$ cat config.mk
export PLATFORM = sky130hd
export DESIGN_NAME = ir_to_aarch64_encoder
export DESIGN_NICKNAME = d
export VERILOG_FILES = /design/src/sv/irae_pkg.sv /design/src/sv/ir_to_aarch64_encoder.sv /design/src/sv/irae_encoder.sv
export SDC_FILE = /design/constraint.sdc
export NUM_CORES = 1
export LEC_CHECK = 0
export ABC_AREA = 1
export BUFFER_PORTS_ARGS = -buffer_cell sky130_fd_sc_hd__buf_2
export CAP_MARGIN = 20
export CORE_MARGIN = 4
export CORE_UTILIZATION = 50
export CTS_CLUSTER_DIAMETER = 50
export DETAILED_ROUTE_END_ITERATION = 7
export GPL_TIMING_DRIVEN = 0
export PLACE_DENSITY = 0.74
export SYNTH_ARGS = -nofsm -noshare
export SYNTH_HDL_FRONTEND = slang
export SYNTH_SLANG_ARGS = --single-unit
$ cat constraint.sdc
create_clock -name aclk -period 22.5 [get_ports aclk]
set_input_delay 4.5 -clock aclk [delete_from_list [all_inputs] [get_ports aclk]]
set_output_delay 4.5 -clock aclk [all_outputs]
set_load 0.05 [all_outputs]
$ cat src/sv/irae_pkg.sv
// Shared types, opcode codes and instruction-field helpers for the IR to AArch64 encoder.
package irae_pkg;

    // Register ids at or above this limit fold onto register 31
    localparam int REG_LIMIT = 29;

    localparam logic [4:0] REG_ZR = 5'd31;

    // Intermediate-code opcodes
    localparam logic [4:0] CMD_CONST  = 5'd0;
    localparam logic [4:0] CMD_MOV    = 5'd1;
    localparam logic [4:0] CMD_ADD    = 5'd2;
    localparam logic [4:0] CMD_SUB    = 5'd3;
    localparam logic [4:0] CMD_MUL    = 5'd4;
    localparam logic [4:0] CMD_NEG    = 5'd5;
    localparam logic [4:0] CMD_NOT    = 5'd6;
    localparam logic [4:0] CMD_AND    = 5'd7;
    localparam logic [4:0] CMD_OR     = 5'd8;
    localparam logic [4:0] CMD_XOR    = 5'd9;
    localparam logic [4:0] CMD_EQ     = 5'd10;
    localparam logic [4:0] CMD_NE     = 5'd11;
    localparam logic [4:0] CMD_LT     = 5'd12;
    localparam logic [4:0] CMD_LE     = 5'd13;
    localparam logic [4:0] CMD_GT     = 5'd14;
    localparam logic [4:0] CMD_GE     = 5'd15;
    localparam logic [4:0] CMD_BR     = 5'd16;
    localparam logic [4:0] CMD_BRCOND = 5'd17;
    localparam logic [4:0] CMD_RET    = 5'd18;
    localparam logic [4:0] CMD_CALL   = 5'd19;
    localparam logic [4:0] CMD_ALLOCA = 5'd20;
    localparam logic [4:0] CMD_LOAD   = 5'd21;
    localparam logic [4:0] CMD_STORE  = 5'd22;

    // Fixed instruction words
    localparam logic [31:0] W_RET     = 32'hD65F03C0;
    localparam logic [31:0] W_NOP     = 32'hD503201F;
    localparam logic [31:0] W_ALLOCA  = 32'hD10043FF;
    localparam logic [31:0] W_B       = 32'h14000000;
    localparam logic [31:0] W_B_SKIP  = 32'h14000002;
    localparam logic [31:0] W_BNE     = 32'h54000041;
    localparam logic [31:0] W_BL      = 32'h94000000;
    localparam logic [31:0] W_ERROR   = 32'h00000000;

    // Major opcode bytes (bits 30:24 with the 64-bit flag on top)
    localparam logic [6:0] OP_ADD  = 7'h0B;
    localparam logic [6:0] OP_SUB  = 7'h4B;
    localparam logic [6:0] OP_MADD = 7'h1B;
    localparam logic [6:0] OP_AND  = 7'h0A;
    localparam logic [6:0] OP_ORR  = 7'h2A;
    localparam logic [6:0] OP_EOR  = 7'h4A;
    localparam logic [7:0] OP_LDR  = 8'hF9;
    localparam logic [7:0] OP_STR  = 8'hF8;
    localparam logic [5:0] OP_MOVW = 6'h25;
    localparam logic [1:0] OPC_MOVZ = 2'd2;
    localparam logic [1:0] OPC_MOVK = 2'd3;

    typedef struct packed {
        logic [4:0]         command;
        logic               dest_present;
        logic [7:0]         dest_id;
        logic               first_is_reg;
        logic [7:0]         first_id;
        logic               second_is_reg;
        logic [7:0]         second_id;
        logic               imm_valid;
        logic signed [63:0] imm_value;
    } item_t;

    // Up to four words for one item, plus where the list ends
    typedef struct packed {
        logic [3:0][31:0] words;
        logic [1:0]       last_idx;
        logic             err;
        logic             reloc;
    } plan_t;

    function automatic logic [4:0] map_reg(input logic is_reg, input logic [7:0] id);
        if (is_reg && (id < 8'(REG_LIMIT)) && (id < 8'd31)) begin
            return id[4:0];
        end
        return REG_ZR;
    endfunction

    // Three-register data-processing form
    function automatic logic [31:0] rrr(input logic [6:0] top, input logic [4:0] rd,
                                        input logic [4:0] rn, input logic [4:0] rm);
        return {1'b1, top, 3'b000, rm, 6'b000000, rn, rd};
    endfunction

    // SUBS XZR, Rn, Rm
    function automatic logic [31:0] cmp_word(input logic [4:0] rn, input logic [4:0] rm);
        return {11'b11101011000, rm, 6'b000000, rn, REG_ZR};
    endfunction

    // CSINC Rd, XZR, XZR, inverted condition
    function automatic logic [31:0] cset_word(input logic [4:0] rd, input logic [4:0] cmd);
        logic [3:0] inv;
        case (cmd)
            CMD_EQ:  inv = 4'd1;
            CMD_NE:  inv = 4'd0;
            CMD_LT:  inv = 4'd10;
            CMD_LE:  inv = 4'd12;
            CMD_GT:  inv = 4'd13;
            CMD_GE:  inv = 4'd11;
            default: inv = 4'd0;
        endcase
        return {16'h9A9F, inv, 7'b0111111, rd};
    endfunction

    function automatic logic [31:0] mov_wide(input logic [1:0] opc, input logic [4:0] rd,
                                             input logic [15:0] imm16, input logic [1:0] hw);
        return {1'b1, opc, OP_MOVW, hw, imm16, rd};
    endfunction

endpackage

$ cat src/sv/ir_to_aarch64_encoder.sv
// Top level: input register, word sequencer and output register around the encoder.
//
// Turns one intermediate-code instruction into one to four 64-bit-form AArch64
// instruction words, one output beat per word, m_last marking the final beat of
// each instruction. An instruction holds the input register until its last word
// moves out, since the single output register drains one word per cycle unless
// m_ready stalls it; so most opcodes sustain one item per cycle when unstalled,
// compares give two words, conditional branches three and constants one to four
// (one plus a word per nonzero upper halfword). A beat passes through the input
// register, then the output register. A constant with no immediate gives a single
// beat with m_error set and a zero word; a call's BL beat carries m_needs_reloc.
// Register ids of 29 or more, and non-register operands, encode as register 31.
module ir_to_aarch64_encoder
    import irae_pkg::*;
(
    input  logic               aclk,
    input  logic               aresetn,

    input  logic               s_valid,
    output logic               s_ready,
    input  logic [4:0]         s_command,
    input  logic               s_dest_present,
    input  logic [7:0]         s_dest_id,
    input  logic               s_first_is_reg,
    input  logic [7:0]         s_first_id,
    input  logic               s_second_is_reg,
    input  logic [7:0]         s_second_id,
    input  logic               s_imm_valid,
    input  logic signed [63:0] s_imm_value,

    output logic               m_valid,
    input  logic               m_ready,
    output logic [31:0]        m_insn_word,
    output logic               m_last,
    output logic               m_error,
    output logic               m_needs_reloc
);

    item_t       item_reg;
    logic        item_valid_reg;
    logic        item_valid_next;
    logic [1:0]  idx_reg;
    logic [1:0]  idx_next;
    logic        m_valid_reg;
    logic        m_valid_next;
    logic [31:0] word_reg;
    logic        last_reg;
    logic        err_reg;
    logic        reloc_reg;

    plan_t       plan;
    logic        out_load;
    logic        is_last;

    irae_encoder u_encoder (
        .item (item_reg),
        .plan (plan)
    );

    // Handshake and word sequencing
    assign out_load = item_valid_reg && (!m_valid_reg || m_ready);
    assign is_last  = (idx_reg == plan.last_idx);
    assign s_ready  = !item_valid_reg || (out_load && is_last);

    always_comb begin
        item_valid_next = item_valid_reg;
        idx_next        = idx_reg;
        m_valid_next    = m_valid_reg;
        if (s_ready) begin
            item_valid_next = s_valid;
        end
        if (out_load) begin
            idx_next     = is_last ? 2'd0 : idx_reg + 2'd1;
            m_valid_next = 1'b1;
        end else if (m_ready) begin
            m_valid_next = 1'b0;
        end
    end

    // Control state
    always_ff @(posedge aclk) begin
        if (!aresetn) begin
            item_valid_reg <= 1'b0;
            idx_reg        <= 2'd0;
            m_valid_reg    <= 1'b0;
        end else begin
            item_valid_reg <= item_valid_next;
            idx_reg        <= idx_next;
            m_valid_reg    <= m_valid_next;
        end
    end

    // Input payload capture
    always_ff @(posedge aclk) begin
        if (s_valid && s_ready) begin
            item_reg.command       <= s_command;
            item_reg.dest_present  <= s_dest_present;
            item_reg.dest_id       <= s_dest_id;
            item_reg.first_is_reg  <= s_first_is_reg;
            item_reg.first_id      <= s_first_id;
            item_reg.second_is_reg <= s_second_is_reg;
            item_reg.second_id     <= s_second_id;
            item_reg.imm_valid     <= s_imm_valid;
            item_reg.imm_value     <= s_imm_value;
        end
    end

    // Output payload
    always_ff @(posedge aclk) begin
        if (out_load) begin
            word_reg  <= plan.words[idx_reg];
            last_reg  <= is_last;
            err_reg   <= plan.err;
            reloc_reg <= plan.reloc;
        end
    end

    assign m_valid       = m_valid_reg;
    assign m_insn_word   = word_reg;
    assign m_last        = last_reg;
    assign m_error       = err_reg;
    assign m_needs_reloc = reloc_reg;

`ifndef SYNTHESIS
    // Word index never runs past the end of the current item's list
    a_idx_in_range: assert property (@(posedge aclk) disable iff (!aresetn)
        item_valid_reg |-> (idx_reg <= plan.last_idx))
        else $error("word index beyond item word count");

    // An error beat is a lone zero word
    a_error_beat: assert property (@(posedge aclk) disable iff (!aresetn)
        (m_valid_reg && err_reg) |-> (last_reg && (word_reg == W_ERROR) && !reloc_reg))
        else $error("error beat malformed");

    // A relocation beat is the single BL word
    a_reloc_beat: assert property (@(posedge aclk) disable iff (!aresetn)
        (m_valid_reg && reloc_reg) |-> (last_reg && (word_reg == W_BL)))
        else $error("relocation beat malformed");

    // The input register frees only as its final word moves out
    a_release: assert property (@(posedge aclk) disable iff (!aresetn)
        (item_valid_reg && out_load && !is_last) |=> (item_valid_reg && (idx_reg != 2'd0)))
        else $error("item released before its last word");

    // An accepted beat is held in the input register next cycle
    a_capture: assert property (@(posedge aclk) disable iff (!aresetn)
        (s_valid && s_ready) |=> (item_valid_reg && (idx_reg == 2'd0)))
        else $error("accepted beat not captured");
`endif

endmodule

$ cat src/sv/irae_encoder.sv
// Combinational decode of one registered item into its list of instruction words.
module irae_encoder
    import irae_pkg::*;
(
    input  item_t item,
    output plan_t plan
);

    logic [4:0]  dst;
    logic [4:0]  s0;
    logic [4:0]  s1;
    logic [15:0] part1;
    logic [15:0] part2;
    logic [15:0] part3;
    logic        p1;
    logic        p2;
    logic        p3;
    logic [31:0] k1;
    logic [31:0] k2;
    logic [31:0] k3;

    // Operand register mapping
    assign dst = item.dest_present ? map_reg(1'b1, item.dest_id) : REG_ZR;
    assign s0  = map_reg(item.first_is_reg, item.first_id);
    assign s1  = map_reg(item.second_is_reg, item.second_id);

    // Upper halfwords of a constant; zero ones get no MOVK
    assign part1 = item.imm_value[31:16];
    assign part2 = item.imm_value[47:32];
    assign part3 = item.imm_value[63:48];
    assign p1    = |part1;
    assign p2    = |part2;
    assign p3    = |part3;
    assign k1    = mov_wide(OPC_MOVK, dst, part1, 2'd1);
    assign k2    = mov_wide(OPC_MOVK, dst, part2, 2'd2);
    assign k3    = mov_wide(OPC_MOVK, dst, part3, 2'd3);

    always_comb begin
        plan          = '0;
        plan.words[0] = W_NOP;
        case (item.command)
            CMD_CONST: begin
                if (!item.imm_valid) begin
                    plan.words[0] = W_ERROR;
                    plan.err      = 1'b1;
                end else begin
                    // MOVZ, then the present MOVKs packed toward the front
                    plan.words[0] = mov_wide(OPC_MOVZ, dst, item.imm_value[15:0], 2'd0);
                    plan.words[1] = p1 ? k1 : (p2 ? k2 : k3);
                    plan.words[2] = (p1 && p2) ? k2 : k3;
                    plan.words[3] = k3;
                    plan.last_idx = 2'(p1) + 2'(p2) + 2'(p3);
                end
            end
            CMD_MOV: plan.words[0] = rrr(OP_ORR, s1, REG_ZR, s0);
            CMD_ADD: plan.words[0] = rrr(OP_ADD, dst, s0, s1);
            CMD_SUB: plan.words[0] = rrr(OP_SUB, dst, s0, s1);
            CMD_MUL: plan.words[0] = rrr(OP_MADD, dst, s0, s1) | 32'h00007C00;
            CMD_NEG: plan.words[0] = rrr(OP_SUB, dst, REG_ZR, s0);
            CMD_NOT: plan.words[0] = rrr(OP_ORR, dst, REG_ZR, s0) | 32'h00200000;
            CMD_AND: plan.words[0] = rrr(OP_AND, dst, s0, s1);
            CMD_OR:  plan.words[0] = rrr(OP_ORR, dst, s0, s1);
            CMD_XOR: plan.words[0] = rrr(OP_EOR, dst, s0, s1);
            CMD_EQ, CMD_NE, CMD_LT, CMD_LE, CMD_GT, CMD_GE: begin
                plan.words[0] = cmp_word(s0, s1);
                plan.words[1] = cset_word(dst, item.command);
                plan.last_idx = 2'd1;
            end
            CMD_BR: plan.words[0] = W_B;
            CMD_BRCOND: begin
                plan.words[0] = cmp_word(s0, REG_ZR);
                plan.words[1] = W_BNE;
                plan.words[2] = W_B_SKIP;
                plan.last_idx = 2'd2;
            end
            CMD_RET: plan.words[0] = W_RET;
            CMD_CALL: begin
                plan.words[0] = W_BL;
                plan.reloc    = 1'b1;
            end
            CMD_ALLOCA: plan.words[0] = W_ALLOCA;
            CMD_LOAD:   plan.words[0] = {OP_LDR, 2'b01, 12'd0, s0, dst};
            CMD_STORE:  plan.words[0] = {OP_STR, 2'b00, 12'd0, s0, s1};
            default:    plan.words[0] = W_NOP;
        endcase
    end

endmodule
After elaboration in Yosys (flattened, before gate mapping)
Index checks and enable logic that the tools add are counted.
- register bits: 136
- input bits: 101
- word-level logic and storage cells: 97
- add/sub/neg operators: 3
- magnitude comparators: 7
- eq/ne operators: 23
- mux-type cells: 29
- reductions and logical operators: 19
- operator list (operator ; number):
    $pmux W32 S18 ; 1
    $mux W32 ; 4
    $mux W96 ; 1
    $pmux W32 S3 ; 1
    $bmux W32 S2 ; 1
    $pmux W32 S2 ; 1
    $lt A8 B5 Y1 const B ; 6
    $reduce_or A16 Y1 ; 3
    $mux W22 ; 2
    $eq A5 B4 Y1 const B ; 8
    $eq A5 B5 Y1 const B ; 7
    $mux W5 ; 7
    $eq A5 B3 Y1 const B ; 4
    $pmux W4 S5 ; 1
    $eq A5 B2 Y1 const B ; 2
    $logic_and A1 B1 Y1 ; 9
    $mux W1 ; 7
    $pmux W2 S3 ; 1
    $reduce_or A6 Y1 ; 1
    $eq A5 B1 Y1 const B ; 1
    $logic_not A5 Y1 ; 1
    $mux W2 ; 2
    $lt A2 B3 Y1 const B ; 1
    $add A1 B1 Y2 ; 1
    6 further kinds ; 8

Depth between registers and ports, before layout
- word-level depth: 11
- gate-level depth with buffers: 16
- gate-level depth less buffers: 15

Cells and area by module
Synthesis repeated with hierarchy kept, for this count alone.
- cells, all modules: 882
- area, all modules: 7526.0 um2
- by module, submodules not included (module ; times used ; cells an instance ; area an instance (um2) ; sequential area each (um2)):
    ir_to_aarch64_encoder ; 1 ; 346 ; 5041.1 ; 4043.9
    irae_encoder ; 1 ; 536 ; 2484.9 ; 0.0

Least setup slack after synthesis
No wires, ideal clock.
- kind: input to register
- from: input m_ready
- to: register item_reg[0] (netlist bit), enable pin
- setup time: 584 ps
- arrival time: 10289 ps
- data required time: 21916 ps
- slack: 11627 ps
- stages: 6
- buffers on the path: 0
- cell sequence: inv_1 > nand2_1 > nand2_1 > inv_1 > nand3_1 > a21oi_1
- word-level cells in the longest chain between the ends: 5
- ends and longest elaborated chain (what ; line ; source):
    start, declared ; ir_to_aarch64_encoder.sv:32 ; input logic m_ready,
    $logic_or A1 B1 Y1 ; ir_to_aarch64_encoder.sv:61 ; assign out_load = item_valid_reg && (!m_valid_reg || m_ready);
    $logic_and A1 B1 Y1 ; ir_to_aarch64_encoder.sv:61 ;
    $logic_and A1 B1 Y1 ; ir_to_aarch64_encoder.sv:63 ; assign s_ready = !item_valid_reg || (out_load && is_last);
    $logic_or A1 B1 Y1 ; ir_to_aarch64_encoder.sv:63 ;
    $logic_and A1 B1 Y1 ; ir_to_aarch64_encoder.sv:95 ; if (s_valid && s_ready) begin
    end, declared ; ir_to_aarch64_encoder.sv:39 ; item_t item_reg;
Every way passes these cells.
A chain may end at the register's enable or synchronous reset.

Final worst setup path
- from: input m_ready
- to: output s_ready
- word-level cells in the longest chain between the ends: 4
- ends and longest elaborated chain (what ; line ; source):
    $logic_or A1 B1 Y1 ; ir_to_aarch64_encoder.sv:61 ;
    $logic_and A1 B1 Y1 ; ir_to_aarch64_encoder.sv:61 ;
    $logic_and A1 B1 Y1 ; ir_to_aarch64_encoder.sv:63 ;
    $logic_or A1 B1 Y1 ; ir_to_aarch64_encoder.sv:63 ;
    end, declared ; ir_to_aarch64_encoder.sv:20 ; output logic s_ready,
Every way passes these cells.

==> results.md <==
Outcome:
- The flow ran to the end, and the final reports show no timing, DRC or antenna violations.

CTS:
- The cell at the root of the clock tree is clkbuf_16.
- Counting the buffers created by CTS gives 17.
- TritonCTS built the clock tree.
- The tree built by TritonCTS fans out to 136 sinks.
- The number of gates resized after cts is 0.
- The H-tree was split into 4 levels.
- Clock latency on the worst-skew pair, taken at its later pin, is 0.42 ns.
- After clock tree synthesis, the clock-pin slew on the worst setup and hold paths is 0.05 ns.
- The cts-stage hold buffer count is 0.
- The maximum count of clock buffers along a single path is 2.
- The post-CTS repair timing setup buffer count is 0.

Yosys:
- The mapped cell area is 6840 um^2.
- Among all flip-flop cells after synthesis, the most frequent one is edfxtp_1.
- The fraction of post-synthesis cell area in the top cell type by area is 57.9%.
- A synthesized cell averages 9.17 um^2.
- The synthesized design contains 136 register bits.
- Counting every net in the synthesized netlist gives 848.
- Yosys mapped the design onto 35 distinct sky130hd cell types.
- By area the synthesized netlist is led by edfxtp_1 (58%), nand2_1 (13%), nand3_1 (6.2%), inv_1 (4.2%), nor2_1 (4.1%).
- The number of synthesized flops with an enable pin is 132.
- The most area-hungry cell type in the Yosys netlist is edfxtp_1.
- The share of flip-flops with an asynchronous set or reset is 0%.
- The number of instances in the synthesized netlist is 746.
- Summing the sequential cell areas from Yosys gives 59.1% of the chip area.
- The total number of yosys warnings is 0.

GRT:
- The via count of the first global-routing pass was 5,571.
- The total overflow left after global routing is 0.
- In the global route stage, overall resource usage came out at 23.3%.
- The number of antenna violations at the first check in global routing came to 0.
- The first global-routing pass estimated 28,400 um of wire.
- The pin count of the biggest net entering global routing is 34.

Floorplanning:
- The row count is 42.
- Once the floorplan was initialized, standard cells occupied 51.3% of the core.
- The die covers 15,600 um^2.
- The height of the die is 125 um.
- 138 I/O pins were placed.
- In this run the standard cell core region covers 13,300 um^2.
- The die extent in x is 125 um.

Place:
- The count of buffers inserted at the top-level ports is 137.
- Timing analysis after detailed placement gives a worst setup slack of 11.74 ns.
- The weighted congestion at the end of routability-driven global placement is 0.950.
- The HPWL after detailed placement is 13,600 um.

Route:
- The post-detailed-route via-to-cell ratio is 5.36.
- The first detailed-routing pass ran for 6 iterations.
- For this block, the initial DRC count from the detailed router was 684.
- The detailed-route DRC error count is 0.
- The count of nets left with antenna violations once routing finished came out at 0.
- The final wirelength is 18,100 um.
- Dividing the detail-routed wire length by the instance count gives 16.5 um.
- The routed layout has 5,862 vias.

Critical path:
- The library cell appearing most often on the critical path is nand2_1.
- For the worst setup path, the data arrival time is 6.24 ns.
- The family of cells with the greatest summed delay on the critical path is buffers and inverters.
- In this run the worst path has a maximum fanout of 21.
- The depth of the worst register-to-register path is 15.
- Together, buffers and inverters on the worst path number 5.
- The type of destination of the critical path is an output pin.
- The category of the critical setup timing path is input port to output pin.
- The startpoint identified for the worst register-to-register timing path is item_reg[23]$_DFFE_PP_.
- Among all stages on the critical path, the largest delay is contributed by inv_1.
- The most critical setup path has its endpoint at s_ready.
- The startpoint class of the critical path is an input port.
- The worst register-to-register path has a setup slack of 18.51 ns.
- The worst register-to-register path ends at item_reg[17]$_DFFE_PP_.
- The critical path goes through buf_2 -> inv_1 -> nand2_1 -> nand2_1 -> inv_1 -> buf_16 -> nand3_1 -> nand2_1 -> buf_2.
- The cell count along the critical path is 9.
- STA puts the critical path data required time at 18.00 ns.
- On the worst path, the slowest cell contributes a delay of 0.61 ns.
- The timing startpoint of the critical path is m_ready.

Layout:
- The post-route netlist has 23.3% of its cells at a drive strength greater than 1.
- The filler cells instantiated in the layout total 1,139.
- The register with the most flip-flops in the layout has 97 of them.
- In the final layout, flip-flops and latches occupy 4040 um^2.
- In the final layout, the multi-input gates occupy 2360 um^2.
- Relative to the synthesized area, the layout overhead comes to 22.6%.
- After the last flow step, the layout net total stands at 1,008.
- In the layout the commonest cells are nand2_1 (231), buf_2 (142), edfxtp_1 (132).
- The most common cell after layout, fill and taps aside is nand2_1.
- The total inserted antenna cells is 0.

STA:
- The post-layout minimum cycle time is 10.74 ns.
- The worst slew slack as a fraction of its limit is 46.6%.
- Adding up every negative setup slack in the final design gives 0 ns.
- The max-slew violation count is 0.
- For the pin with the worst max-slew slack, the measured transition is 0.800 ns.
- Setup repair after global routing left no endpoint under its margin.
- The achievable clock frequency is 0.0931 GHz.
- The number of failing setup endpoints in the final timing report is 0.
- The number of hold violations in the final report came to 0.
- After layout, the worst path uses 47.7% of the clock period.
- The worst clock skew is 0.00864 ns.
- After layout, the worst setup slack is 11.76 ns.

Pwr:
- The largest vdd supply drop is 0.0867 mV.
- The power density relative to cell area is 78.7 nW/um^2.
- The static leakage power is 3.83 nW.

Worst hold path:
- The class of the most critical hold timing path is flop to flop.

Job:
- The max-cap violation count is 0.
## metal layers
| metal | global-route usage (%) | up-vias | part of all wire, % | wire length (um) |
|---|---|---|---|---|
| met5 | 0 | - | 0 | 0 |
| met4 | 7.46 | 0 | 2.6 | 463 |
| met3 | 6.06 | 36 | 10 | 1810 |
| met2 | 37.5 | 331 | 47 | 8490 |
| met1 | 31.0 | 2674 | 40 | 7310 |
| li1 | - | 2821 | - | - |
## tightest hold or removal path: stages (launching register included)
cell and delay (ns):
dfxtp_1 0.30, nand2_1 0.08, a21oi_1 0.07
## worst min-delay path by stage
stage | slack (ns) | depth (start not counted) | from | to
final | 0.50 | 2 | m_valid$_SDFFE_PN0P_ | m_valid$_SDFFE_PN0P_
after global routing | 0.55 | 2 | m_valid$_SDFFE_PN0P_ | m_valid$_SDFFE_PN0P_
after CTS | 0.51 | 2 | m_valid$_SDFFE_PN0P_ | m_valid$_SDFFE_PN0P_
after detailed placement | 0.50 | 2 | m_valid$_SDFFE_PN0P_ | m_valid$_SDFFE_PN0P_
after global placement | 0.48 | 2 | m_valid$_SDFFE_PN0P_ | m_valid$_SDFFE_PN0P_
after floorplan | 0.51 | 2 | item_valid_reg$_SDFFE_PN0P_ | m_valid$_SDFFE_PN0P_
## power by group
group / leakage [nW] / internal [mW] / switching (mW)
clock: 0.252 / 0.150 / 0.101
sequential: 1.30 / 0.302 / 0.00895
combinational: 2.28 / 0.0290 / 0.0688
## Yosys cell counts (2+ instances only)
master and count:
nand3_4 2, clkbuf_1 10, nand4_1 10, nand3b_1 6, dfxtp_1 4, buf_2 5
buf_4 3, buf_6 4, inv_1 76, nor3_1 5, a31oi_1 2, nor4_1 2
nand2_1 231, nand2_4 2, o21ai_2 2, inv_2 7, o21ai_0 17, o21ai_1 3
o211ai_1 5, nand2_2 5, a21boi_0 2, nor2_2 3, edfxtp_1 132, nand3_2 4
nor2_1 74, nor2_8 2, a21oi_1 32, nand3_1 85, xor2_1 2, nor2_4 4
## cells by family after synthesis
| logic type | synth area share [%] |
|---|---|
| xor gates and xnor gates | 0.256 |
| DFF | 59.1 |
| and+or+nand+nor | 28.5 |
| AOI/OAI and AO/OA | 5.36 |
| adders and majority gates | 0.293 |
| buffers and inverters | 6.54 |
## stage by stage
step	cells	hold slack, ns	util (%)	cell area (um^2)	total power [mW]
after global routing	1093	0.547	62.9	8390	0.687
after floorplan	746	0.509	-	6840	0.381
final	1093	0.503	62.9	8390	0.660
after global placement	1059	0.480	58.1	7750	0.412
after detailed placement	1063	0.503	58.9	7860	0.413
after CTS	1093	0.511	62.9	8390	0.663
## final cells by class
class,count,share of cell area (%)
buffer,22,1.55
clock buffer,18,5.11
clock inverter,12,1.25
inverter,84,3.79
multi-input combinational,504,28.2
sequential,136,48.2
tap,176,2.62
timing repair buffer,141,9.31
(Power assumes the default switching activity.)
